File: config.mk
export PLATFORM = sky130hd
export DESIGN_NAME = dsp_interrupt_dispatch
export DESIGN_NICKNAME = d
export VERILOG_FILES = /design/src/rtl/core/did_pkg.sv /design/src/rtl/core/did_cfg.sv /design/src/rtl/core/did_eval.sv /design/src/rtl/core/dsp_interrupt_dispatch.sv
export SDC_FILE = /design/constraint.sdc
export NUM_CORES = 1
export LEC_CHECK = 0
export BUFFER_PORTS_ARGS = -buffer_cell sky130_fd_sc_hd__buf_2
export CORE_MARGIN = 2
export CORE_UTILIZATION = 37
export DETAILED_ROUTE_END_ITERATION = 12
export HOLD_SLACK_MARGIN = 0.05
export RECOVER_POWER = 50
export SETUP_SLACK_MARGIN = 0.02
export SLEW_MARGIN = 20
export SYNTH_ARGS = -nofsm -noshare
export SYNTH_HDL_FRONTEND = slang
export SYNTH_SLANG_ARGS = --single-unit
File: constraint.sdc
create_clock -name clk -period 6.6 [get_ports clk]
set_input_delay 1.32 -clock clk [delete_from_list [all_inputs] [get_ports clk]]
set_output_delay 1.32 -clock clk [all_outputs]
set_load 0.01 [all_outputs]
File: src/rtl/core/did_pkg.sv
// shared types, codes and helpers for the interrupt dispatch block
package did_pkg;

  // item function codes
  typedef enum logic [1:0] {
    FUNC_CHECK = 2'd0,
    FUNC_POST  = 2'd1,
    FUNC_CLEAR = 2'd2
  } func_t;

  // configuration register indexes
  typedef enum logic [1:0] {
    CFG_LEVEL_CHECK = 2'd0,
    CFG_FRAME_HOLD  = 2'd1,
    CFG_FRAME_PRIO  = 2'd2,
    CFG_PUSH_PAGE   = 2'd3
  } cfg_idx_t;

  localparam int unsigned FRAME_BIT   = 12;
  localparam int unsigned DMA_BIT     = 14;
  localparam logic [8:0]  TABLE_UNSET = 9'h1FF;
  localparam logic [4:0]  VECTOR_BASE = 5'd16;

  // configuration bits
  typedef struct packed {
    logic level_check_enable;
    logic frame_hold_enable;
    logic frame_priority_enable;
    logic push_page_always;
  } cfg_t;

  // one input item
  typedef struct packed {
    logic [1:0]  func;
    logic [15:0] flag_bits;
    logic        arm_hold;
    logic [15:0] mask_bits;
    logic        global_disable;
    logic        delay_pending;
    logic [8:0]  table_pointer;
    logic [15:0] stack_pointer;
    logic [15:0] program_counter;
    logic [6:0]  page_register;
    logic        dma_level;
  } in_item_t;

  // one result item
  typedef struct packed {
    logic        taken;
    logic [3:0]  source_bit;
    logic [4:0]  vector_number;
    logic [15:0] new_pc;
    logic [15:0] new_sp;
    logic [1:0]  push_count;
    logic [15:0] pc_push_addr;
    logic [15:0] page_push_addr;
    logic [15:0] flag_value;
  } result_t;

  // block state
  typedef struct packed {
    logic [15:0] flags;
    logic        hold;
  } irq_state_t;

  // priority encoder, lowest set bit wins, 0 when empty
  function automatic logic [3:0] lowest_set(input logic [15:0] v);
    logic [3:0] idx;
    idx = 4'd0;
    for (int i = 15; i >= 0; i--) begin
      if (v[i]) idx = 4'(i);
    end
    return idx;
  endfunction

endpackage

File: src/rtl/core/did_cfg.sv
// configuration register bank
module did_cfg (
  input  logic         clk,
  input  logic         rst_n,
  input  logic         cfg_we,
  input  logic [1:0]   cfg_index,
  input  logic         cfg_data,
  output did_pkg::cfg_t cfg
);

  did_pkg::cfg_t cfg_r;
  did_pkg::cfg_t cfg_nxt;

  // index decode
  always_comb begin
    cfg_nxt = cfg_r;
    if (cfg_we) begin
      unique case (did_pkg::cfg_idx_t'(cfg_index))
        did_pkg::CFG_LEVEL_CHECK: cfg_nxt.level_check_enable    = cfg_data;
        did_pkg::CFG_FRAME_HOLD:  cfg_nxt.frame_hold_enable     = cfg_data;
        did_pkg::CFG_FRAME_PRIO:  cfg_nxt.frame_priority_enable = cfg_data;
        did_pkg::CFG_PUSH_PAGE:   cfg_nxt.push_page_always      = cfg_data;
        default:                  cfg_nxt = cfg_r;
      endcase
    end
  end

  always_ff @(posedge clk) begin
    if (!rst_n) begin
      cfg_r <= '0;
    end else begin
      cfg_r <= cfg_nxt;
    end
  end

  assign cfg = cfg_r;

endmodule

File: src/rtl/core/did_eval.sv
// single pass evaluation of one item against the flag state
module did_eval (
  input  did_pkg::cfg_t      cfg,
  input  did_pkg::in_item_t  item,
  input  did_pkg::irq_state_t st,
  output did_pkg::irq_state_t st_nxt,
  output did_pkg::result_t   res
);

  logic [15:0] flags_lvl;
  logic [15:0] pend;
  logic        dispatch;
  logic [3:0]  src;
  logic [4:0]  vec;
  logic        push_page;
  logic [15:0] sp_m1;
  logic [15:0] sp_m2;
  logic        is_check;

  assign is_check = (item.func == did_pkg::FUNC_CHECK) && cfg.level_check_enable;

  // level assertion before the pending scan
  always_comb begin
    flags_lvl = st.flags;
    if (st.hold && cfg.frame_hold_enable) flags_lvl[did_pkg::FRAME_BIT] = 1'b1;
    if (item.dma_level)                   flags_lvl[did_pkg::DMA_BIT]   = 1'b1;
  end

  assign pend = flags_lvl & item.mask_bits;

  // source select with optional frame override
  always_comb begin
    src = did_pkg::lowest_set(pend);
    if (cfg.frame_priority_enable && pend[did_pkg::FRAME_BIT])
      src = 4'(did_pkg::FRAME_BIT);
  end

  assign dispatch = is_check && !item.global_disable && !item.delay_pending &&
                    (item.table_pointer != did_pkg::TABLE_UNSET) && (pend != 16'd0);
  assign vec       = {1'b0, src} + did_pkg::VECTOR_BASE;
  assign push_page = cfg.push_page_always || (item.page_register != 7'd0);
  assign sp_m1     = item.stack_pointer - 16'd1;
  assign sp_m2     = item.stack_pointer - 16'd2;

  // state update
  always_comb begin
    st_nxt = st;
    case (item.func)
      did_pkg::FUNC_POST: begin
        st_nxt.flags = st.flags | item.flag_bits;
        if (item.arm_hold) st_nxt.hold = 1'b1;
      end
      did_pkg::FUNC_CLEAR: begin
        st_nxt.flags = st.flags & ~item.flag_bits;
      end
      did_pkg::FUNC_CHECK: begin
        if (is_check) begin
          st_nxt.flags = flags_lvl;
          if (dispatch) begin
            st_nxt.flags[src] = 1'b0;
            if (src == 4'(did_pkg::FRAME_BIT)) st_nxt.hold = 1'b0;
          end
        end
      end
      default: st_nxt = st;
    endcase
  end

  // result fields
  always_comb begin
    res                = '0;
    res.new_pc         = item.program_counter;
    res.new_sp         = item.stack_pointer;
    res.flag_value     = st_nxt.flags;
    if (dispatch) begin
      res.taken         = 1'b1;
      res.source_bit    = src;
      res.vector_number = vec;
      res.new_pc        = {item.table_pointer, 7'd0} + {9'd0, vec, 2'b00};
      res.pc_push_addr  = sp_m1;
      if (push_page) begin
        res.new_sp         = sp_m2;
        res.push_count     = 2'd2;
        res.page_push_addr = sp_m2;
      end else begin
        res.new_sp     = sp_m1;
        res.push_count = 2'd1;
      end
    end
  end

endmodule

File: src/rtl/core/dsp_interrupt_dispatch.sv
// top level of the maskable interrupt dispatch block
//
// usage:
//   input channel (in_valid / in_stall) carries one item per transfer: a check
//   at an instruction boundary, a post of flag bits or a clear of flag bits.
//   result channel (out_valid / out_stall) returns exactly one result per item,
//   in order, holding dispatch decision, stack pushes, new pc and flag value.
//   cfg_we / cfg_index / cfg_data write the four 1-bit control registers.
// timing:
//   one item per cycle sustained while out_stall stays low; an item is held in
//   the input register, passes the dispatch logic and lands in the result
//   register. the flag and hold registers update in the same cycle the item
//   moves into the result register, so the next item sees them at once.
// reset:
//   rst_n (synchronous) clears both stages, the flag register, the frame hold
//   and all control registers.
// stall:
//   while out_stall holds a full result register, the input register keeps its
//   item and in_stall rises; nothing is dropped or duplicated.
module dsp_interrupt_dispatch (
  input  logic        clk,
  input  logic        rst_n,
  // configuration
  input  logic        cfg_we,
  input  logic [1:0]  cfg_index,
  input  logic        cfg_data,
  // input channel
  input  logic        in_valid,
  output logic        in_stall,
  input  logic [1:0]  in_func,
  input  logic [15:0] in_flag_bits,
  input  logic        in_arm_hold,
  input  logic [15:0] in_mask_bits,
  input  logic        in_global_disable,
  input  logic        in_delay_pending,
  input  logic [8:0]  in_table_pointer,
  input  logic [15:0] in_stack_pointer,
  input  logic [15:0] in_program_counter,
  input  logic [6:0]  in_page_register,
  input  logic        in_dma_level,
  // result channel
  output logic        out_valid,
  input  logic        out_stall,
  output logic        out_taken,
  output logic [3:0]  out_source_bit,
  output logic [4:0]  out_vector_number,
  output logic [15:0] out_new_pc,
  output logic [15:0] out_new_sp,
  output logic [1:0]  out_push_count,
  output logic [15:0] out_pc_push_addr,
  output logic [15:0] out_page_push_addr,
  output logic [15:0] out_flag_value
);

  did_pkg::cfg_t       cfg;
  did_pkg::in_item_t   item_r;
  did_pkg::in_item_t   item_in;
  logic                in_valid_r;
  logic                in_valid_nxt;
  did_pkg::irq_state_t st_r;
  did_pkg::irq_state_t st_nxt;
  did_pkg::irq_state_t st_eval;
  did_pkg::result_t    res_r;
  did_pkg::result_t    res_eval;
  logic                out_valid_r;
  logic                out_valid_nxt;
  logic                advance;
  logic                accept;

  did_cfg u_cfg (
    .clk       (clk),
    .rst_n     (rst_n),
    .cfg_we    (cfg_we),
    .cfg_index (cfg_index),
    .cfg_data  (cfg_data),
    .cfg       (cfg)
  );

  did_eval u_eval (
    .cfg    (cfg),
    .item   (item_r),
    .st     (st_r),
    .st_nxt (st_eval),
    .res    (res_eval)
  );

  // handshake control
  assign advance  = in_valid_r && (!out_valid_r || !out_stall);
  assign in_stall = in_valid_r && !advance;
  assign accept   = in_valid && !in_stall;

  always_comb begin
    in_valid_nxt = in_valid_r;
    if (accept)       in_valid_nxt = 1'b1;
    else if (advance) in_valid_nxt = 1'b0;
  end

  always_comb begin
    out_valid_nxt = out_valid_r;
    if (advance)         out_valid_nxt = 1'b1;
    else if (!out_stall) out_valid_nxt = 1'b0;
  end

  assign st_nxt = advance ? st_eval : st_r;

  // input payload capture
  always_comb begin
    item_in.func            = in_func;
    item_in.flag_bits       = in_flag_bits;
    item_in.arm_hold        = in_arm_hold;
    item_in.mask_bits       = in_mask_bits;
    item_in.global_disable  = in_global_disable;
    item_in.delay_pending   = in_delay_pending;
    item_in.table_pointer   = in_table_pointer;
    item_in.stack_pointer   = in_stack_pointer;
    item_in.program_counter = in_program_counter;
    item_in.page_register   = in_page_register;
    item_in.dma_level       = in_dma_level;
  end

  // control and state registers
  always_ff @(posedge clk) begin
    if (!rst_n) begin
      in_valid_r  <= 1'b0;
      out_valid_r <= 1'b0;
      st_r        <= '0;
    end else begin
      in_valid_r  <= in_valid_nxt;
      out_valid_r <= out_valid_nxt;
      st_r        <= st_nxt;
    end
  end

  // payload registers
  always_ff @(posedge clk) begin
    if (accept)  item_r <= item_in;
    if (advance) res_r  <= res_eval;
  end

  assign out_valid          = out_valid_r;
  assign out_taken          = res_r.taken;
  assign out_source_bit     = res_r.source_bit;
  assign out_vector_number  = res_r.vector_number;
  assign out_new_pc         = res_r.new_pc;
  assign out_new_sp         = res_r.new_sp;
  assign out_push_count     = res_r.push_count;
  assign out_pc_push_addr   = res_r.pc_push_addr;
  assign out_page_push_addr = res_r.page_push_addr;
  assign out_flag_value     = res_r.flag_value;

endmodule
# Word level (Yosys, flattened, before mapping)
# Cells that the tools add are included.
dict set report word_totals {
  inputBits 94
  output_inout_bits 94
  ff_bits 201
  word_cells 117
}
dict set report op_classes {
  bitwise_logic 6
  n_reduce_logical 31
  muxes 34
  eq_ne 12
  n_addsub 4
  n_lt_le_gt_ge 2
}
# operator count
set ops {}
lappend ops {{2-to-1 mux 76 bit} 1}
lappend ops {{2-to-1 mux 4 bit} 17}
lappend ops {{AND 16 bit} 3}
lappend ops {{case mux 16 bit (3 select lines)} 1}
lappend ops {{2-to-1 mux 17 bit} 2}
lappend ops {{NOT 16 bit} 2}
lappend ops {{2-to-1 mux 18 bit} 1}
lappend ops {{adder 16 x 7 -> 16 bit} 1}
lappend ops {{2-to-1 mux 16 bit} 1}
lappend ops {{bitwise OR 16 bit} 1}
lappend ops {{nonzero test 16 bit} 1}
lappend ops {{subtractor 16 x 1 -> 16 bit (second input constant)} 1}
lappend ops {{subtractor 16 x 2 -> 16 bit (second input constant)} 1}
lappend ops {{logical AND 1 bit} 11}
lappend ops {{AND reduction 2 bit} 5}
lappend ops {{2-to-1 mux 1 bit} 9}
lappend ops {{!= test 9 bit (second input constant)} 1}
lappend ops {{nonzero test 7 bit} 1}
lappend ops {{== test 2 bit (second input constant)} 3}
lappend ops {{logical NOT 1 bit} 6}
lappend ops {{!= test 2 x 1 -> 1 bit (second input constant)} 3}
lappend ops {{AND reduction 6 bit} 1}
lappend ops {{adder 4 x 5 -> 5 bit (second input constant)} 1}
lappend ops {{< comparator 4 x 5 -> 1 bit (second input constant)} 1}
lappend ops {{9 further kinds} 14}

# Longest topological paths before layout
dict set report depth {
  depth_word 29
  ltp_mapped 9
  depth_no_buf 8
}

# Modules after synthesis
# Synthesis repeated with hierarchy kept, for this count alone.
dict set report unflattened {
  hier_cells 659
  hier_area_um2 8478.1
}
# module instances area_per_inst_um2 cells_per_inst
set by_module_without_submodules {}
lappend by_module_without_submodules {dsp_interrupt_dispatch 1 6118.4 260}
lappend by_module_without_submodules {did_eval 1 2188.3 382}
lappend by_module_without_submodules {did_cfg 1 171.4 17}

# Worst setup path before layout
# No wires, ideal clock.
dict set report synth_path {
  path_type {input port to flip-flop}
  start {input port out_stall}
  end {register item_r[0] (netlist bit) (enable)}
  required_time_ps 6059
  n_path_buf 0
  slack_ps 691
  arrival_ps 5369
  setup_ps 541
  stages 2
  path_cell_list {and3_1 > nor2b_1}
}
dict set report synth_between {
  elab_chain_len 7
}
# item line_no
set synth_rtl {}
lappend synth_rtl {{from (decl)} dsp_interrupt_dispatch.sv:43} ;# input logic out_stall,
lappend synth_rtl {{logical NOT 1 bit} n/a}
lappend synth_rtl {{logical OR 1 bit} dsp_interrupt_dispatch.sv:88} ;# assign advance = in_valid_r && (!out_valid_r || !out_stall);
lappend synth_rtl {{logical AND 1 bit} dsp_interrupt_dispatch.sv:88}
lappend synth_rtl {{logical NOT 1 bit} dsp_interrupt_dispatch.sv:89} ;# assign in_stall = in_valid_r && !advance;
lappend synth_rtl {{logical AND 1 bit} dsp_interrupt_dispatch.sv:89}
lappend synth_rtl {{logical NOT 1 bit} dsp_interrupt_dispatch.sv:90} ;# assign accept = in_valid && !in_stall;
lappend synth_rtl {{logical AND 1 bit} dsp_interrupt_dispatch.sv:90}
lappend synth_rtl {{net accept} dsp_interrupt_dispatch.sv:68} ;# logic accept;
lappend synth_rtl {{to (signal assigned)} dsp_interrupt_dispatch.sv:136} ;# if (accept) item_r <= item_in;
lappend synth_rtl {{to (decl)} dsp_interrupt_dispatch.sv:56} ;# did_pkg::in_item_t item_r;
# The timed path passes the listed nets, and every way through them passes these cells.
# A chain may end at the register's enable or synchronous reset.

# Worst setup path after layout
dict set report layout_path {
  start {input port out_stall}
  end {register item_r[42] (netlist bit) (enable)}
}
# The elaborated chain is that of the path after synthesis.

==> impl_results.md <==
- Status: finished, violations left
- Violated checks: max-capacitance violations, max-slew violations
- Post-synthesis sequential area ratio: 0.668
- Antenna violations before repair: 0
- Worst setup SP type: input pin
- Worst-case clock buffer depth: 2
- Endpoints failing setup: 0
- Crit path cell chain: clkbuf_1, and3_1, nor2b_1, buf_4
- Fmax: between 0.2 and 0.25 GHz
- R2R Setup Slk: 2.90 ns
- Arrival time at the worst endpoint: 4.21 ns
- Synth top area share: 0.613
- Hold Path Sink: out_new_pc[5]$_DFFE_PP_
- DR WL/cell: 17.7 um
- Area grow syn2layout: 18.5%
- Worst-Margin Slew: around 2.2 ns
- IO Port Bufs: approximately 190
- Endpoint class of the critical path: flip-flop
- Vias in the first global route: roughly 5,600
- Core Util, Final: 0.446
- Final GP Congestion: around 0.9
- EDFF count, synth: approximately 170
- CTS Sinks: around 200
- Clock slew seen by the registers of the worst setup and hold paths: approximately 0.07 ns
- Core ar.: ~23,000 sq um
- Leading area contributor after synthesis: edfxtp_1
- HP Class: reg -> reg
- Root buf cell: clkbuf_16
- Synthesized cell area: 8520 sq um
- Max VDD drop: 0.000153 V
- Chip width: approximately 160 um
- Pwr per Cell Area: between 200 and 300 nW/um^2
- Yosys warns: 0
- Vias post-DR: slightly below 6,000
- Slowest-stage cell, CP: nor2b_1
- Hold depth: 1
- Post-CTS Setup Inserts: 0
- Setup TNS: 0 ns
- Setup Crit Path Kind: in -> reg
- Largest stage delay on the critical path: 1.66 ns
- CTS H-Tree Depth: 4
- Antenna Nets Post-Route: 0
- Site Rows: between 50 and 60
- Routed length on met3: ~1.1 mm
- Total global routing track utilization: 0.168
- Buf/Inv on CP: 2
- Synthesized Nets: 780
- Number of DRC markers in iteration 0: 513
- Slew Limit Fails: 61
- Die Ht: about 160 um
- Detail Route met2 WL: about 10 mm
- TritonCTS clock tree: done
- Largest net degree at the start of global routing: 64
- CP max FO: 63
- Vias per Instance: 5.12
- Post-cts resize count: 0
- Hold bufs inserted after CTS: 0
- Crit path max-delay family: simple AND/OR/NAND/NOR gates
- Ports: approximately 190
- Crit share post-route: 0.629
- DRT Pass-1 Iters: 6
- Post-Synthesis Cells: roughly 680
- Total Routed Length: ~20 mm
- RR Endpoint: out_page_push_addr[6]$_SDFFCE_PN0P_
- Hpwl dp: between 10 and 15 mm
- DRC: 0
- Total die area: approximately 24,000 sq um
- Avg Inst Size Synth: ~12 sq um
- Worst Skew: 0.0119 ns
- Ys flop type: edfxtp_1
- Launching point of the worst reg2reg path: item_r[85]$_DFFE_PP_
- Slew HR: -0.494
- Commonest non-fill, non-tap cell in the layout: edfxtp_1
- Final Hold Vio Count: 0
- Max-Cap Viols: 2
- Count of state elements after synthesis: about 200
- Period minus WS final: slightly above 4 ns
- Wl on met1: ~9 mm
- Initial Util: 0.376
- Layout cells sized above 1: 0.155
- Cell depth of the worst flop-to-flop path: 9
- Commonest non-fill, non-tap cells in the layout: edfxtp_1 (174), clkbuf_1 (107), nand2_1 (85), buf_2 (84), nor2_1 (60)
- Highest Signal Layer: met4
- CTS Buf Count: 17
- Post-synthesis cell type count: 62
- Total grt overflow: 0
- Async SR Flop Fraction: 0
- P_leak: 0.00357 uW
- Data required, critical path: around 6.7 ns
- Clock Latency Late Sink: about 0.43 ns
- First-pass GRT wire length: between 30 and 40 mm
- Diode count: 0
- RSZ-0062 raised after global routing: no
- Worst Hold Launch: item_r[13]$_DFFE_PP_
- Final #Nets: 955
- Top cells by area, synth: edfxtp_1 (61%), dfxtp_1 (5.4%), nand2_1 (3.7%)
==> stage by stage <==
step                total power, uW  instance area (sq um)  hold slack (ns)  std cells  setup slack (ns)
floorplan                      1660                   8520            0.467        683             0.691
global placement               1760                   9670            0.485       1124              2.67
detailed placement             1770                   9670            0.493       1124              2.56
CTS                            2780                  10200            0.514       1155              3.02
global route                   2870                  10100            0.529       1155              2.06
finish                         2750                  10100            0.517       1155              2.45
==> cells by family after synthesis <==
kind of cell | share of synthesized area
AOI/OAI and AO/OA | 0.111
xor gates and xnor gates | 0.0411
adders and majority gates | 0.00441
buffers and inverters | 0.0266
DFF | 0.668
muxes | 0.00470
and+or+nand+nor | 0.145
==> worst max-delay path by stage <==
stage / start / cells past startpoint / slack [ns] / end
2_1_floorplan: out_stall / 2 / 0.69 / item_r[0]$_DFFE_PP_
3_3_place_gp: out_stall / 6 / 2.67 / st_r[8]$_SDFFE_PN0P_
3_5_place_dp: out_stall / 6 / 2.56 / st_r[8]$_SDFFE_PN0P_
4_1_cts: out_stall / 6 / 3.02 / st_r[8]$_SDFFE_PN0P_
5_1_grt: out_stall / 4 / 2.06 / item_r[25]$_DFFE_PP_
6_report: out_stall / 4 / 2.45 / item_r[42]$_DFFE_PP_
==> state kept, by name, summed over array words and instances, names as in the netlist, 2 cells and up <==
signal,cells
out_flag_value,16
st_r,17
out_new_pc,16
item_r,86
out_pc_push_addr,16
out_new_sp,16
out_source_bit,3
out_page_push_addr,16
u_cfg.cfg,4
out_push_count,2
out_vector_number,2
==> layer usage <==
layer,global-route usage,vias up
met4,0.0524,0
met2,0.283,211
met5,0,-
li1,-,2855
met3,0.0331,28
met1,0.221,2824
==> area by class of cell <==
cell class	instances	area (sq um)
clock buffer	20	437
clock inverter	11	128
fill	2136	12500
inverter	12	47.5
multi-input combinational	438	2600
sequential	197	5690
tap	285	357
timing repair buffer	192	841
==> synthesized netlist by cell type (7+ instances only) <==
master and n:
nand3b_1 9, clkbuf_1 18, nor3_1 11, nor2_1 60, xnor2_1 22, a21oi_1 31, xor2_1 18, o211ai_1 12
nand3_1 22, edfxtp_1 174, nand2_1 85, inv_1 11, o31ai_1 15, buf_2 10, dfxtp_1 23, nor2b_1 18
a22oi_1 8, o21ai_0 45, buf_4 7
==> power breakdown <==
part / switching [uW] / internal, uW
logic: 160 / 91.6
clock network: 457 / 559
registers: 51.8 / 1430
==> worst register-to-register path, cell delays in order (launching register included) <==
cell and delay (ns):
edfxtp_1 0.32, clkbuf_1 1.08, nor3b_1 0.27, nand2_1 0.16
nor2_1 0.09, o31ai_4 0.09, buf_4 0.48, inv_2 0.38
nand2_2 0.43, nor2_1 0.12
(Power assumes the default switching activity.)
